## src/hw/rtl/mhb_pkg.sv

```systemverilog
// ----------------------------------------------------------------------------
// mhb_pkg
// Shared sizes and transfer payload types for the max-heap builder.
// ----------------------------------------------------------------------------
package mhb_pkg;

   // store capacity, 1..64
   localparam int MAX_ITEMS = 64;
   localparam int ADDR_W    = (MAX_ITEMS > 1) ? $clog2(MAX_ITEMS) : 1;
   // item count holds 0..MAX_ITEMS
   localparam int CNT_W     = $clog2(MAX_ITEMS + 1);
   // child index 2i+2 for i up to MAX_ITEMS-1
   localparam int CH_W      = ADDR_W + 2;
   localparam int DATA_W    = 32;

   typedef struct packed {
      logic signed [DATA_W-1:0] value;
      logic                     is_last;
   } req_type;

   typedef struct packed {
      logic signed [DATA_W-1:0] heap_value;
      logic                     end_of_heap;
      logic                     overflow;
   } rsp_type;

endpackage

```

## src/hw/rtl/mhb_if.sv

```systemverilog
// ----------------------------------------------------------------------------
// mhb_if
// Valid/ready channels for the max-heap builder input and result streams.
// ----------------------------------------------------------------------------
interface mhb_req_if;
   logic             valid;
   logic             ready;
   mhb_pkg::req_type data;

   modport source (output valid, output data, input ready);
   modport sink   (input valid, input data, output ready);
endinterface

interface mhb_rsp_if;
   logic             valid;
   logic             ready;
   mhb_pkg::rsp_type data;

   modport source (output valid, output data, input ready);
   modport sink   (input valid, input data, output ready);
endinterface

```

## src/hw/rtl/max_heap_builder.sv

```systemverilog
// ----------------------------------------------------------------------------
// max_heap_builder
// Loads a set of signed values, rebuilds them as a max-heap, streams it out.
// ----------------------------------------------------------------------------
// Usage:
//  req_bus : one value per transfer, level order; is_last closes the set.
//            Ready is high only while loading, one transfer per cycle.
//            Values past MAX_ITEMS are dropped and flag overflow.
//  rsp_bus : after is_last, n heap entries in index order; end_of_heap on the
//            final one, overflow on all of them if anything was dropped.
// Phases (n stored items):
//  load        values stored in arrival order at index 0..n-1
//  build       per internal node: read, latch and read children, one compare per
//              level it sinks, a put if it lands in a leaf; n/2 nodes, last to root
//  emission    a first read, then 1 result per cycle while the receiver is ready
//  The store is a two-read, one-write RAM; each sift level reads both children
//  while writing the promoted child.
// Reset clears the count and the drop flag; the store needs no clearing.
// A stalled receiver holds the current result; the RAM read for the next
// entry is issued only on the transfer, so nothing is lost.
// ----------------------------------------------------------------------------
module max_heap_builder (
   input  logic              clock,
   input  logic              reset,
   mhb_req_if.sink           req_bus,
   mhb_rsp_if.source         rsp_bus
);

   localparam int AW = mhb_pkg::ADDR_W;
   localparam int CW = mhb_pkg::CNT_W;
   localparam int HW = mhb_pkg::CH_W;
   localparam int DW = mhb_pkg::DATA_W;

   // sequencer codes
   localparam logic [2:0] S_LOAD  = 3'd0;  // taking input transfers
   localparam logic [2:0] S_START = 3'd1;  // read the node to sift
   localparam logic [2:0] S_GETV  = 3'd2;  // latch node value, read children
   localparam logic [2:0] S_CMP   = 3'd3;  // compare, promote child, descend
   localparam logic [2:0] S_PUT   = 3'd4;  // drop carried value into a leaf
   localparam logic [2:0] S_EMRD  = 3'd5;  // first emission read
   localparam logic [2:0] S_EMIT  = 3'd6;  // result on rsp_bus

   logic [2:0]           state_ff, state_in;
   logic [CW-1:0]        count_ff, count_in;
   logic                 dropped_ff, dropped_in;
   logic [CW-1:0]        n_ff, n_in;        // heap size of this set
   logic                 ovf_ff, ovf_in;    // overflow shown on results
   logic [CW-1:0]        k_ff, k_in;        // sift start node + 1
   logic [AW-1:0]        node_ff, node_in;  // current hole of the sift
   logic signed [DW-1:0] v_ff, v_in;        // value being sifted down
   logic [AW-1:0]        e_ff, e_in;        // emission index

   // element store: two read ports, one write port
   logic signed [DW-1:0] heap_mem [mhb_pkg::MAX_ITEMS];
   logic                 wr_en, rd_a_en, rd_b_en;
   logic [AW-1:0]        wr_addr, rd_a_addr, rd_b_addr;
   logic signed [DW-1:0] wr_data;
   logic signed [DW-1:0] rd_a_ff, rd_b_ff;

   always_ff @(posedge clock) begin
      if (wr_en) begin
         heap_mem[wr_addr] <= wr_data;
      end
      if (rd_a_en) begin
         rd_a_ff <= heap_mem[rd_a_addr];
      end
      if (rd_b_en) begin
         rd_b_ff <= heap_mem[rd_b_addr];
      end
   end

   // child indices of the current node and of the picked child
   logic [HW-1:0]        n_ext, lc, rc, pick_lc, pick_rc;
   logic                 has_r, take_r, promote;
   logic [AW-1:0]        pick;
   logic signed [DW-1:0] pick_val;
   logic                 req_xfer, rsp_xfer, stored, last_entry;
   logic [CW-1:0]        count_inc, n_m1;

   assign n_ext    = {{(HW-CW){1'b0}}, n_ff};
   assign lc       = {1'b0, node_ff, 1'b1};
   assign rc       = lc + HW'(1);
   assign has_r    = (rc < n_ext);
   // strictly larger left child wins, ties go right
   assign take_r   = has_r && !(rd_a_ff > rd_b_ff);
   assign pick     = take_r ? rc[AW-1:0] : lc[AW-1:0];
   assign pick_val = take_r ? rd_b_ff : rd_a_ff;
   assign promote  = (pick_val > v_ff);
   assign pick_lc  = {1'b0, pick, 1'b1};
   assign pick_rc  = pick_lc + HW'(1);

   assign req_xfer   = req_bus.valid && req_bus.ready;
   assign rsp_xfer   = rsp_bus.valid && rsp_bus.ready;
   assign stored     = (count_ff < CW'(mhb_pkg::MAX_ITEMS));
   assign count_inc  = count_ff + CW'(1);
   assign n_m1       = n_ff - CW'(1);
   assign last_entry = (e_ff == n_m1[AW-1:0]);

   assign req_bus.ready            = (state_ff == S_LOAD);
   assign rsp_bus.valid            = (state_ff == S_EMIT);
   assign rsp_bus.data.heap_value  = rd_a_ff;
   assign rsp_bus.data.end_of_heap = last_entry;
   assign rsp_bus.data.overflow    = ovf_ff;

   always_comb begin
      logic sift_done;
      logic [CW-1:0] n_new;
      logic [CW-1:0] k_m1;

      state_in   = state_ff;
      count_in   = count_ff;
      dropped_in = dropped_ff;
      n_in       = n_ff;
      ovf_in     = ovf_ff;
      k_in       = k_ff;
      node_in    = node_ff;
      v_in       = v_ff;
      e_in       = e_ff;
      wr_en      = 1'b0;
      wr_addr    = node_ff;
      wr_data    = v_ff;
      rd_a_en    = 1'b0;
      rd_b_en    = 1'b0;
      rd_a_addr  = lc[AW-1:0];
      rd_b_addr  = rc[AW-1:0];
      sift_done  = 1'b0;
      n_new      = stored ? count_inc : count_ff;
      k_m1       = k_ff - CW'(1);

      case (state_ff)
         S_LOAD: begin
            if (req_xfer) begin
               if (stored) begin
                  wr_en    = 1'b1;
                  wr_addr  = count_ff[AW-1:0];
                  wr_data  = req_bus.data.value;
                  count_in = count_inc;
               end else begin
                  dropped_in = 1'b1;
               end
               if (req_bus.data.is_last) begin
                  n_in   = n_new;
                  ovf_in = dropped_ff || !stored;
                  k_in   = n_new >> 1;
                  e_in   = '0;
                  // a single element is already a heap
                  state_in = ((n_new >> 1) == '0) ? S_EMRD : S_START;
               end
            end
         end
         S_START: begin
            node_in   = k_m1[AW-1:0];
            rd_a_en   = 1'b1;
            rd_a_addr = k_m1[AW-1:0];
            state_in  = S_GETV;
         end
         S_GETV: begin
            // internal node: left child always exists
            v_in     = rd_a_ff;
            rd_a_en  = 1'b1;
            rd_b_en  = 1'b1;
            state_in = S_CMP;
         end
         S_CMP: begin
            wr_en = 1'b1;
            if (promote) begin
               wr_data = pick_val;
               node_in = pick;
               if (pick_lc < n_ext) begin
                  // next level reads never hit the hole being written
                  rd_a_en   = 1'b1;
                  rd_b_en   = 1'b1;
                  rd_a_addr = pick_lc[AW-1:0];
                  rd_b_addr = pick_rc[AW-1:0];
               end else begin
                  state_in = S_PUT;
               end
            end else begin
               sift_done = 1'b1;
            end
         end
         S_PUT: begin
            wr_en     = 1'b1;
            sift_done = 1'b1;
         end
         S_EMRD: begin
            rd_a_en   = 1'b1;
            rd_a_addr = e_ff;
            state_in  = S_EMIT;
         end
         S_EMIT: begin
            if (rsp_xfer) begin
               if (last_entry) begin
                  count_in   = '0;
                  dropped_in = 1'b0;
                  state_in   = S_LOAD;
               end else begin
                  e_in      = e_ff + AW'(1);
                  rd_a_en   = 1'b1;
                  rd_a_addr = e_ff + AW'(1);
               end
            end
         end
         default: begin
            state_in = S_LOAD;
         end
      endcase

      if (sift_done) begin
         if (k_ff == CW'(1)) begin
            e_in     = '0;
            state_in = S_EMRD;
         end else begin
            k_in     = k_m1;
            state_in = S_START;
         end
      end
   end

   always_ff @(posedge clock) begin
      if (reset) begin
         state_ff   <= S_LOAD;
         count_ff   <= '0;
         dropped_ff <= 1'b0;
      end else begin
         state_ff   <= state_in;
         count_ff   <= count_in;
         dropped_ff <= dropped_in;
      end
   end

   always_ff @(posedge clock) begin
      n_ff    <= n_in;
      ovf_ff  <= ovf_in;
      k_ff    <= k_in;
      node_ff <= node_in;
      v_ff    <= v_in;
      e_ff    <= e_in;
   end

`ifndef SYNTHESIS
   // loading and emitting never overlap
   a_no_overlap: assert property (@(posedge clock) disable iff (reset)
      !(req_bus.ready && rsp_bus.valid))
      else $error("input and result channels active together");

   a_count_cap: assert property (@(posedge clock) disable iff (reset)
      count_ff <= CW'(mhb_pkg::MAX_ITEMS))
      else $error("item count beyond capacity");

   // the sift hole stays inside the heap
   a_node_range: assert property (@(posedge clock) disable iff (reset)
      (state_ff == S_CMP || state_ff == S_PUT) |-> ({1'b0, node_ff} < n_ff))
      else $error("sift node outside heap");

   // after the final result the next set starts clean
   a_set_restart: assert property (@(posedge clock) disable iff (reset)
      (rsp_xfer && rsp_bus.data.end_of_heap)
         |=> (count_ff == '0 && !dropped_ff && state_ff == S_LOAD))
      else $error("set not restarted after final result");
`endif

endmodule
```

## src/flat_wrapper.sv

```systemverilog
// flat-port wrapper written by rule: the top's interface ports become plain ports
module max_heap_builder_flat 
  (clock, reset, req_bus_valid, req_bus_data, req_bus_ready, rsp_bus_valid, rsp_bus_data, rsp_bus_ready);
  mhb_req_if req_bus_i ();
  mhb_rsp_if rsp_bus_i ();
  input  logic clock;
  input  logic reset;
  input wire logic [$bits(req_bus_i.valid)-1:0] req_bus_valid;
  input wire logic [$bits(req_bus_i.data)-1:0] req_bus_data;
  output wire logic [$bits(req_bus_i.ready)-1:0] req_bus_ready;
  output wire logic [$bits(rsp_bus_i.valid)-1:0] rsp_bus_valid;
  output wire logic [$bits(rsp_bus_i.data)-1:0] rsp_bus_data;
  input wire logic [$bits(rsp_bus_i.ready)-1:0] rsp_bus_ready;
  assign req_bus_i.valid = req_bus_valid;
  assign req_bus_i.data = req_bus_data;
  assign req_bus_ready = req_bus_i.ready;
  assign rsp_bus_valid = rsp_bus_i.valid;
  assign rsp_bus_data = rsp_bus_i.data;
  assign rsp_bus_i.ready = rsp_bus_ready;
  max_heap_builder u_core (.clock(clock), .reset(reset), .req_bus(req_bus_i), .rsp_bus(rsp_bus_i));
endmodule
```

## config.mk

```make
export PLATFORM = sky130hd
export DESIGN_NAME = max_heap_builder_flat
export DESIGN_NICKNAME = d
export VERILOG_FILES = /design/src/hw/rtl/mhb_pkg.sv /design/src/hw/rtl/mhb_if.sv /design/src/hw/rtl/max_heap_builder.sv /design/src/flat_wrapper.sv
export SDC_FILE = /design/constraint.sdc
export NUM_CORES = 2
export LEC_CHECK = 0
export ABC_AREA = 0
export BUFFER_PORTS_ARGS = -buffer_cell sky130_fd_sc_hd__buf_2
export CORE_MARGIN = 4
export CORE_UTILIZATION = 55
export CTS_CLUSTER_DIAMETER = 40
export DETAILED_ROUTE_END_ITERATION = 12
export GPL_TIMING_DRIVEN = 0
export PLACE_DENSITY = 0.69
export SYNTH_ARGS = -nofsm -noshare
export SYNTH_HDL_FRONTEND = slang
export SYNTH_SLANG_ARGS = --single-unit
```

## constraint.sdc

```tcl
create_clock -name clock -period 14.45 [get_ports clock]
set_clock_uncertainty 0.05 [all_clocks]
set_input_delay 0 -clock clock [delete_from_list [all_inputs] [get_ports clock]]
set_output_delay 0 -clock clock [all_outputs]
set_load 0.02 [all_outputs]
```

# Yosys cells after proc, flatten, opt, wreduce, memory -nomap -nowiden

Memory sizes are Yosys's and may differ from the RTL's. A register that Yosys moved wholly into a read port is not among the register bits.
Index checks and enable logic that the tools add are counted.

Output and inout port bits: 36
Word-level logic and storage cells: 122
Flip-flop bits (word level): 70
Bits of input ports: 37
Memories: 1
Memory bits (writable): 2048

Equal/unequal tests: 20
Add/subtract/negate cells: 6
Reduce and logical (&&, ||, !) cells: 17
Order comparisons: 5
Muxes and demuxes: 64

Memories:

| memory          | depth | bits a word | rd ports | clocked after memory_dff | wr ports | RTL line               | RTL |
|---|---|---|---|---|---|---|---|
| u_core.heap_mem | 64    | 32          | 2        | 2                        | 1        | max_heap_builder.sv:54 | `logic signed [DW-1:0] heap_mem [mhb_pkg::MAX_ITEMS];` |

Operator list:

| operator              | count |
|---|---|
| $mux W32              | 4 |
| $mux W6               | 18 |
| $gt A32 B32 Y1        | 2 |
| $pmux W32 S2          | 1 |
| $mux W7               | 9 |
| $mux W3               | 9 |
| $pmux W6 S2           | 2 |
| $pmux W6 S4           | 1 |
| $pmux W3 S7           | 1 |
| $ne A3 B3 Y1 const B  | 5 |
| $pmux W7 S2           | 1 |
| $mux W1               | 13 |
| $add A6 B1 Y6 const B | 2 |
| $eq A3 B3 Y1 const B  | 3 |
| $add A7 B1 Y8 const B | 1 |
| $lt A8 B7 Y1          | 1 |
| $ne A2 B2 Y1 const B  | 4 |
| $pmux W1 S2           | 4 |
| $add A7 B1 Y7 const B | 1 |
| $eq A7 B1 Y1 const B  | 1 |
| $logic_not A7 Y1      | 1 |
| $lt A7 B7 Y1          | 1 |
| $lt A7 B7 Y1 const B  | 1 |
| $reduce_and A7 Y1     | 1 |
| other kinds (19)      | 25 |

# Depth between registers and ports, before layout

Word-level depth: 9
Gate-level depth with buffers: 33
Mapped depth without buffers: 26

# Least setup slack after synthesis

Ideal clock, no wire load.

Path type: reg2reg
Start: register u_core.node_ff[0]
End: register u_core.rd_b_ff[0], read port of u_core.heap_mem (enable)
Data required time: 13934 ps
Period minus slack after synthesis: 7321 ps
Arrival: 6805 ps
Setup time: 466 ps
Stages on the path, launching flop included: 25
Buffers on the path: 3
Path slack: 7129 ps
Cells stage by stage: edfxtp_1 clkbuf_1 nand2_1 nor2_1 nand3_1 xnor2_1 ha_1 and3_1 a21oi_1 inv_2 nor2_1 inv_1 clkbuf_1 clkbuf_1 nand2_1 o21ai_0 ha_1 nand3_1 nor4_1 a22oi_1 o21ai_1 o21a_1 nor2_1 or2_1 o21ai_0

Cells in the longest elaborated chain, start to end: 8
Elaborated cells on any way between the ends: 14
Those cells by class: add/sub: 2; order compare: 3; mux: 8; reduce/logical: 1

Ends and longest elaborated chain:

| element                                                                | RTL line                | RTL |
|---|---|---|
| start: declaration                                                     | max_heap_builder.sv:49  | `logic [AW-1:0] node_ff, node_in;` |
| start signal: assignment                                               | max_heap_builder.sv:236 | `node_ff <= node_in;` |
| parallel branches: the longest is 6 deep, another holds $gt A32 B32 Y1 | -                       |  |
| $mux W1 *                                                              | max_heap_builder.sv:166 | `if (promote) begin` |
| $pmux W1 S2 *                                                          | max_heap_builder.sv:130 | `case (state_ff)` |
| named net u_core.rd_b_en                                               | max_heap_builder.sv:55  | `logic wr_en, rd_a_en, rd_b_en;` |
| end: declaration                                                       | max_heap_builder.sv:58  | `logic signed [DW-1:0] rd_a_ff, rd_b_ff;` |

Mark *: on every way through the listed nets, which the timed path passes.
A chain may end at the register's enable or synchronous reset.

# Final worst setup path

Start: register u_core.rd_a_ff[30], read port of u_core.heap_mem
End: register u_core.rd_a_ff[29], read port of u_core.heap_mem, data pin

Cells in the longest elaborated chain, start to end: 8
Elaborated cells on any way between the ends: 13
Those cells by class: order compare: 3; mux: 8; reduce/logical: 2

Ends and longest elaborated chain:

| element                                                                | RTL line |
|---|---|
| start: declaration                                                     | max_heap_builder.sv:58 |
| parallel branches: the longest is 8 deep, another holds $gt A32 B32 Y1 | - |

Parallel ways; which one is timed is not known.

==> results.toml <==
[finish]
final_nets = 8302
drive_gt1_frac = 0.153
postLayoutCoreUtil = 0.655
syn_to_final_growth_pct = 17.9

[place]
gp_congestion = 1.17
port_buffers = 72
place_hpwl_mm = 340

[cts]
cts_setup_buffers = 0
h-tree-depth = 5
clk_pin_slew_worst_paths_ns = 0.06
cts_tree = "done"
cts_buffer_depth = 4
worstSkewPairLatency_ns = 0.98
numCtsBuffers = 322
cts-root-buf = "clkbuf_16"
cts_sinks = 2182

[grt]
gr-usage-met3 = 0.171
grt_use_met1 = 0.599
antenna_found_initial = 73
grt_max_degree = 65
grt-ovfl-total = 0
grt_pass1_vias = 71100
grt-busiest-layer = "met2"
use_met2 = 0.668
grt_usage = 0.477
grt_pass1_wl_mm = 602

[critical_path]
cp_data_arrival_time_ns = 12.92
cpMaxStageDelayCell = "nor4_2"
crit_type = "flop to flop"
endpoint_kind = "flop"
worst-path-buf-inv = 6
crit_top_cell = "o21ai_1"
path_max_fanout = 10
path_delay_family = "simple AND/OR/NAND/NOR gates"
crit_required_ns = 14.94
crit_path_start_kind = "flop"
max_stage_delay_ns = 1.36

[worst_hold_path]
hp-class = "primary input to flop"

[synth]
synth_adder_area_share = 0.0104
syn_area_per_cell_um2 = 13.1
synth_area_leaders = "edfxtp_1 65%, nand2_1 4.5%, and3_1 3.5%"
synthFlopType = "edfxtp_1"
synth_nets = 7736
netlist_instances = 7616
seq_area_frac_synth = 0.655
yosys_warnings = 0
syn_area_um2 = 99700
muxShareOfSynthArea = 0.0749
synthXorXnorAreaFrac = 0.00246
ys_ff_latch = 2182
synth_top_family_by_area = "compound AO/OA/AOI/OAI gates"
synthArstFlopShare = 0
synth_top_area_share = 0.650
synthSimpleGateAreaFrac = 0.114
synth_edf_count = 2158
netlist-cell-type-count = 90
synth-compound-area-share = 0.114
yosysTopAreaCell = "edfxtp_1"

[timing]
relSlewSlack = -0.123
fmax_ghz = 0.0805
period_share = 0.860
hold_viol_final = 0
setup_violations = 0
fin_setup_tns_ns = 0
tightest_slew_ns = 1.68
finalMaxSlewViolations = 49
rsz0062_at_grt = "no"
min_period_ns = 12.43

[job]
cap_violations = 5

[drt]
wl_per_cell_um = 42.0
num_vias = 78000
routed_wl_mm = 455
first_pass_iters = 7
drtIter0Drc = 15000
drtAntennaViolNets = 0
drc_errors = 0
vias_per_cell = 7.21

[floorplan]
start_util = 0.556
fp.dieArea_um2 = 188000
core_area_um2 = 179000
std_cell_rows = 155
die_x_um = 434
top_level_ports = 73
die_h_um = 434

[status]
outcome = "finished, violations left"
violations = "max-capacitance violations, max-slew violations"
-- timing repair --
item                       CTS  global route
gates resized for setup      0             0
hold endpoints to repair   692             0
setup endpoints to repair    0             0
hold buffers                41             0
-- per-stage QoR --
stage | hold WS, ns | cells | cell area (µm²) | worst slack (ns)
final | 0.0948 | 10800 | 117000 | 2.02
after global routing | 0.0978 | 10800 | 117000 | 2.03
after CTS | 0.0150 | 10800 | 117000 | 3.03
after detailed placement | 0.170 | 10200 | 107000 | 3.11
after global placement | 0.159 | 10000 | 103000 | 0.639
after floorplan | 0.0331 | 7616 | 99700 | 7.13
-- state kept, by name, indices dropped and copies added (netlist names), 7 cells and up --
signal           flops
u_core.heap_mem   2048
u_core.count_ff      7
u_core.rd_b_ff      32
u_core.rd_a_ff      32
u_core.v_ff         32
u_core.n_ff          7
u_core.k_ff          7
-- metal layers --
metal  routed length, µm  vias up  part of all wire
met4               46000       32              0.10
met2              187000     7121              0.41
li1                    -    30900                 -
met1              154000    38400              0.34
met3               67800     1601              0.15
met5                 295        -           0.00065
-- cell usage after synthesis, drive strengths merged, types with 66 or more instances --
master  count
nor2      160
nand2    1190
mux2      161
and3      557
a31o       66
mux4       96
mux2i     348
inv        94
o21ai     317
nor3       71
clkbuf    458
buf       149
ha         83
a21oi     304
a211oi    459
edfxtp   2158
nand3     172
-- cell families (layout without fill, tap and decap cells) --
| group | count (synthesis) | count (layout) |
|---|---|---|
| AND/OR/NAND/NOR | 2361 | 2361 |
| flip-flops | 2182 | 2182 |
| AO/OA/AOI/OAI | 1655 | 1655 |
| buffers and inverters | 702 | 1509 |
| multiplexers | 605 | 605 |
| other | 0 | 50 |
| adder cells (fa/ha/maj) | 83 | 83 |
| XOR/XNOR | 28 | 28 |
-- worst paths after layout --
check | depth (start not counted) | endpoint | start | slack, ns
setup reg to reg | 28 | u_core.rd_a_ff[29] | u_core.rd_a_ff[30] | 2.02
setup / recovery | 28 | u_core.rd_a_ff[29] | u_core.rd_a_ff[30] | 2.02
hold / removal | 5 | u_core.heap_mem[50][6] | req_bus_data[7] | 0.09
hold reg to reg | 1 | u_core.k_ff[6] | u_core.k_ff[6] | 0.42
-- cells in the final DEF, fill, tap and decap left out, types with 91 or more instances in the layout --
master        n
nand3_1     171
buf_12       97
mux4_2       96
a211oi_1    457
o21ai_0     290
a21oi_1     283
nor2_1       94
mux2i_1     346
clkbuf_1    483
inv_1        91
and3_1      557
edfxtp_1   2158
clkbuf_16   326
nand2_1    1177
buf_2       168
mux2_2      137
-- layout make-up --
class                      instances  area (µm²)
multi-input combinational       4732       32400
antenna                           50         125
clock buffer                     356        8280
sequential                      2182       65300
clock inverter                   209        2100
tap                             2355        2950
fill                           13100       61900
inverter                          95         357
timing repair buffer             242        3470
buffer                           607        2500
-- tightest hold or removal path: cells and delay by family --
family / cells / cell delay, ns
compound gates: 4 / 0.71
buf+inv: 1 / 0.11
Power is not shown: default switching activity piles up to over one toggle a cycle in this logic, so the estimate is an artifact.
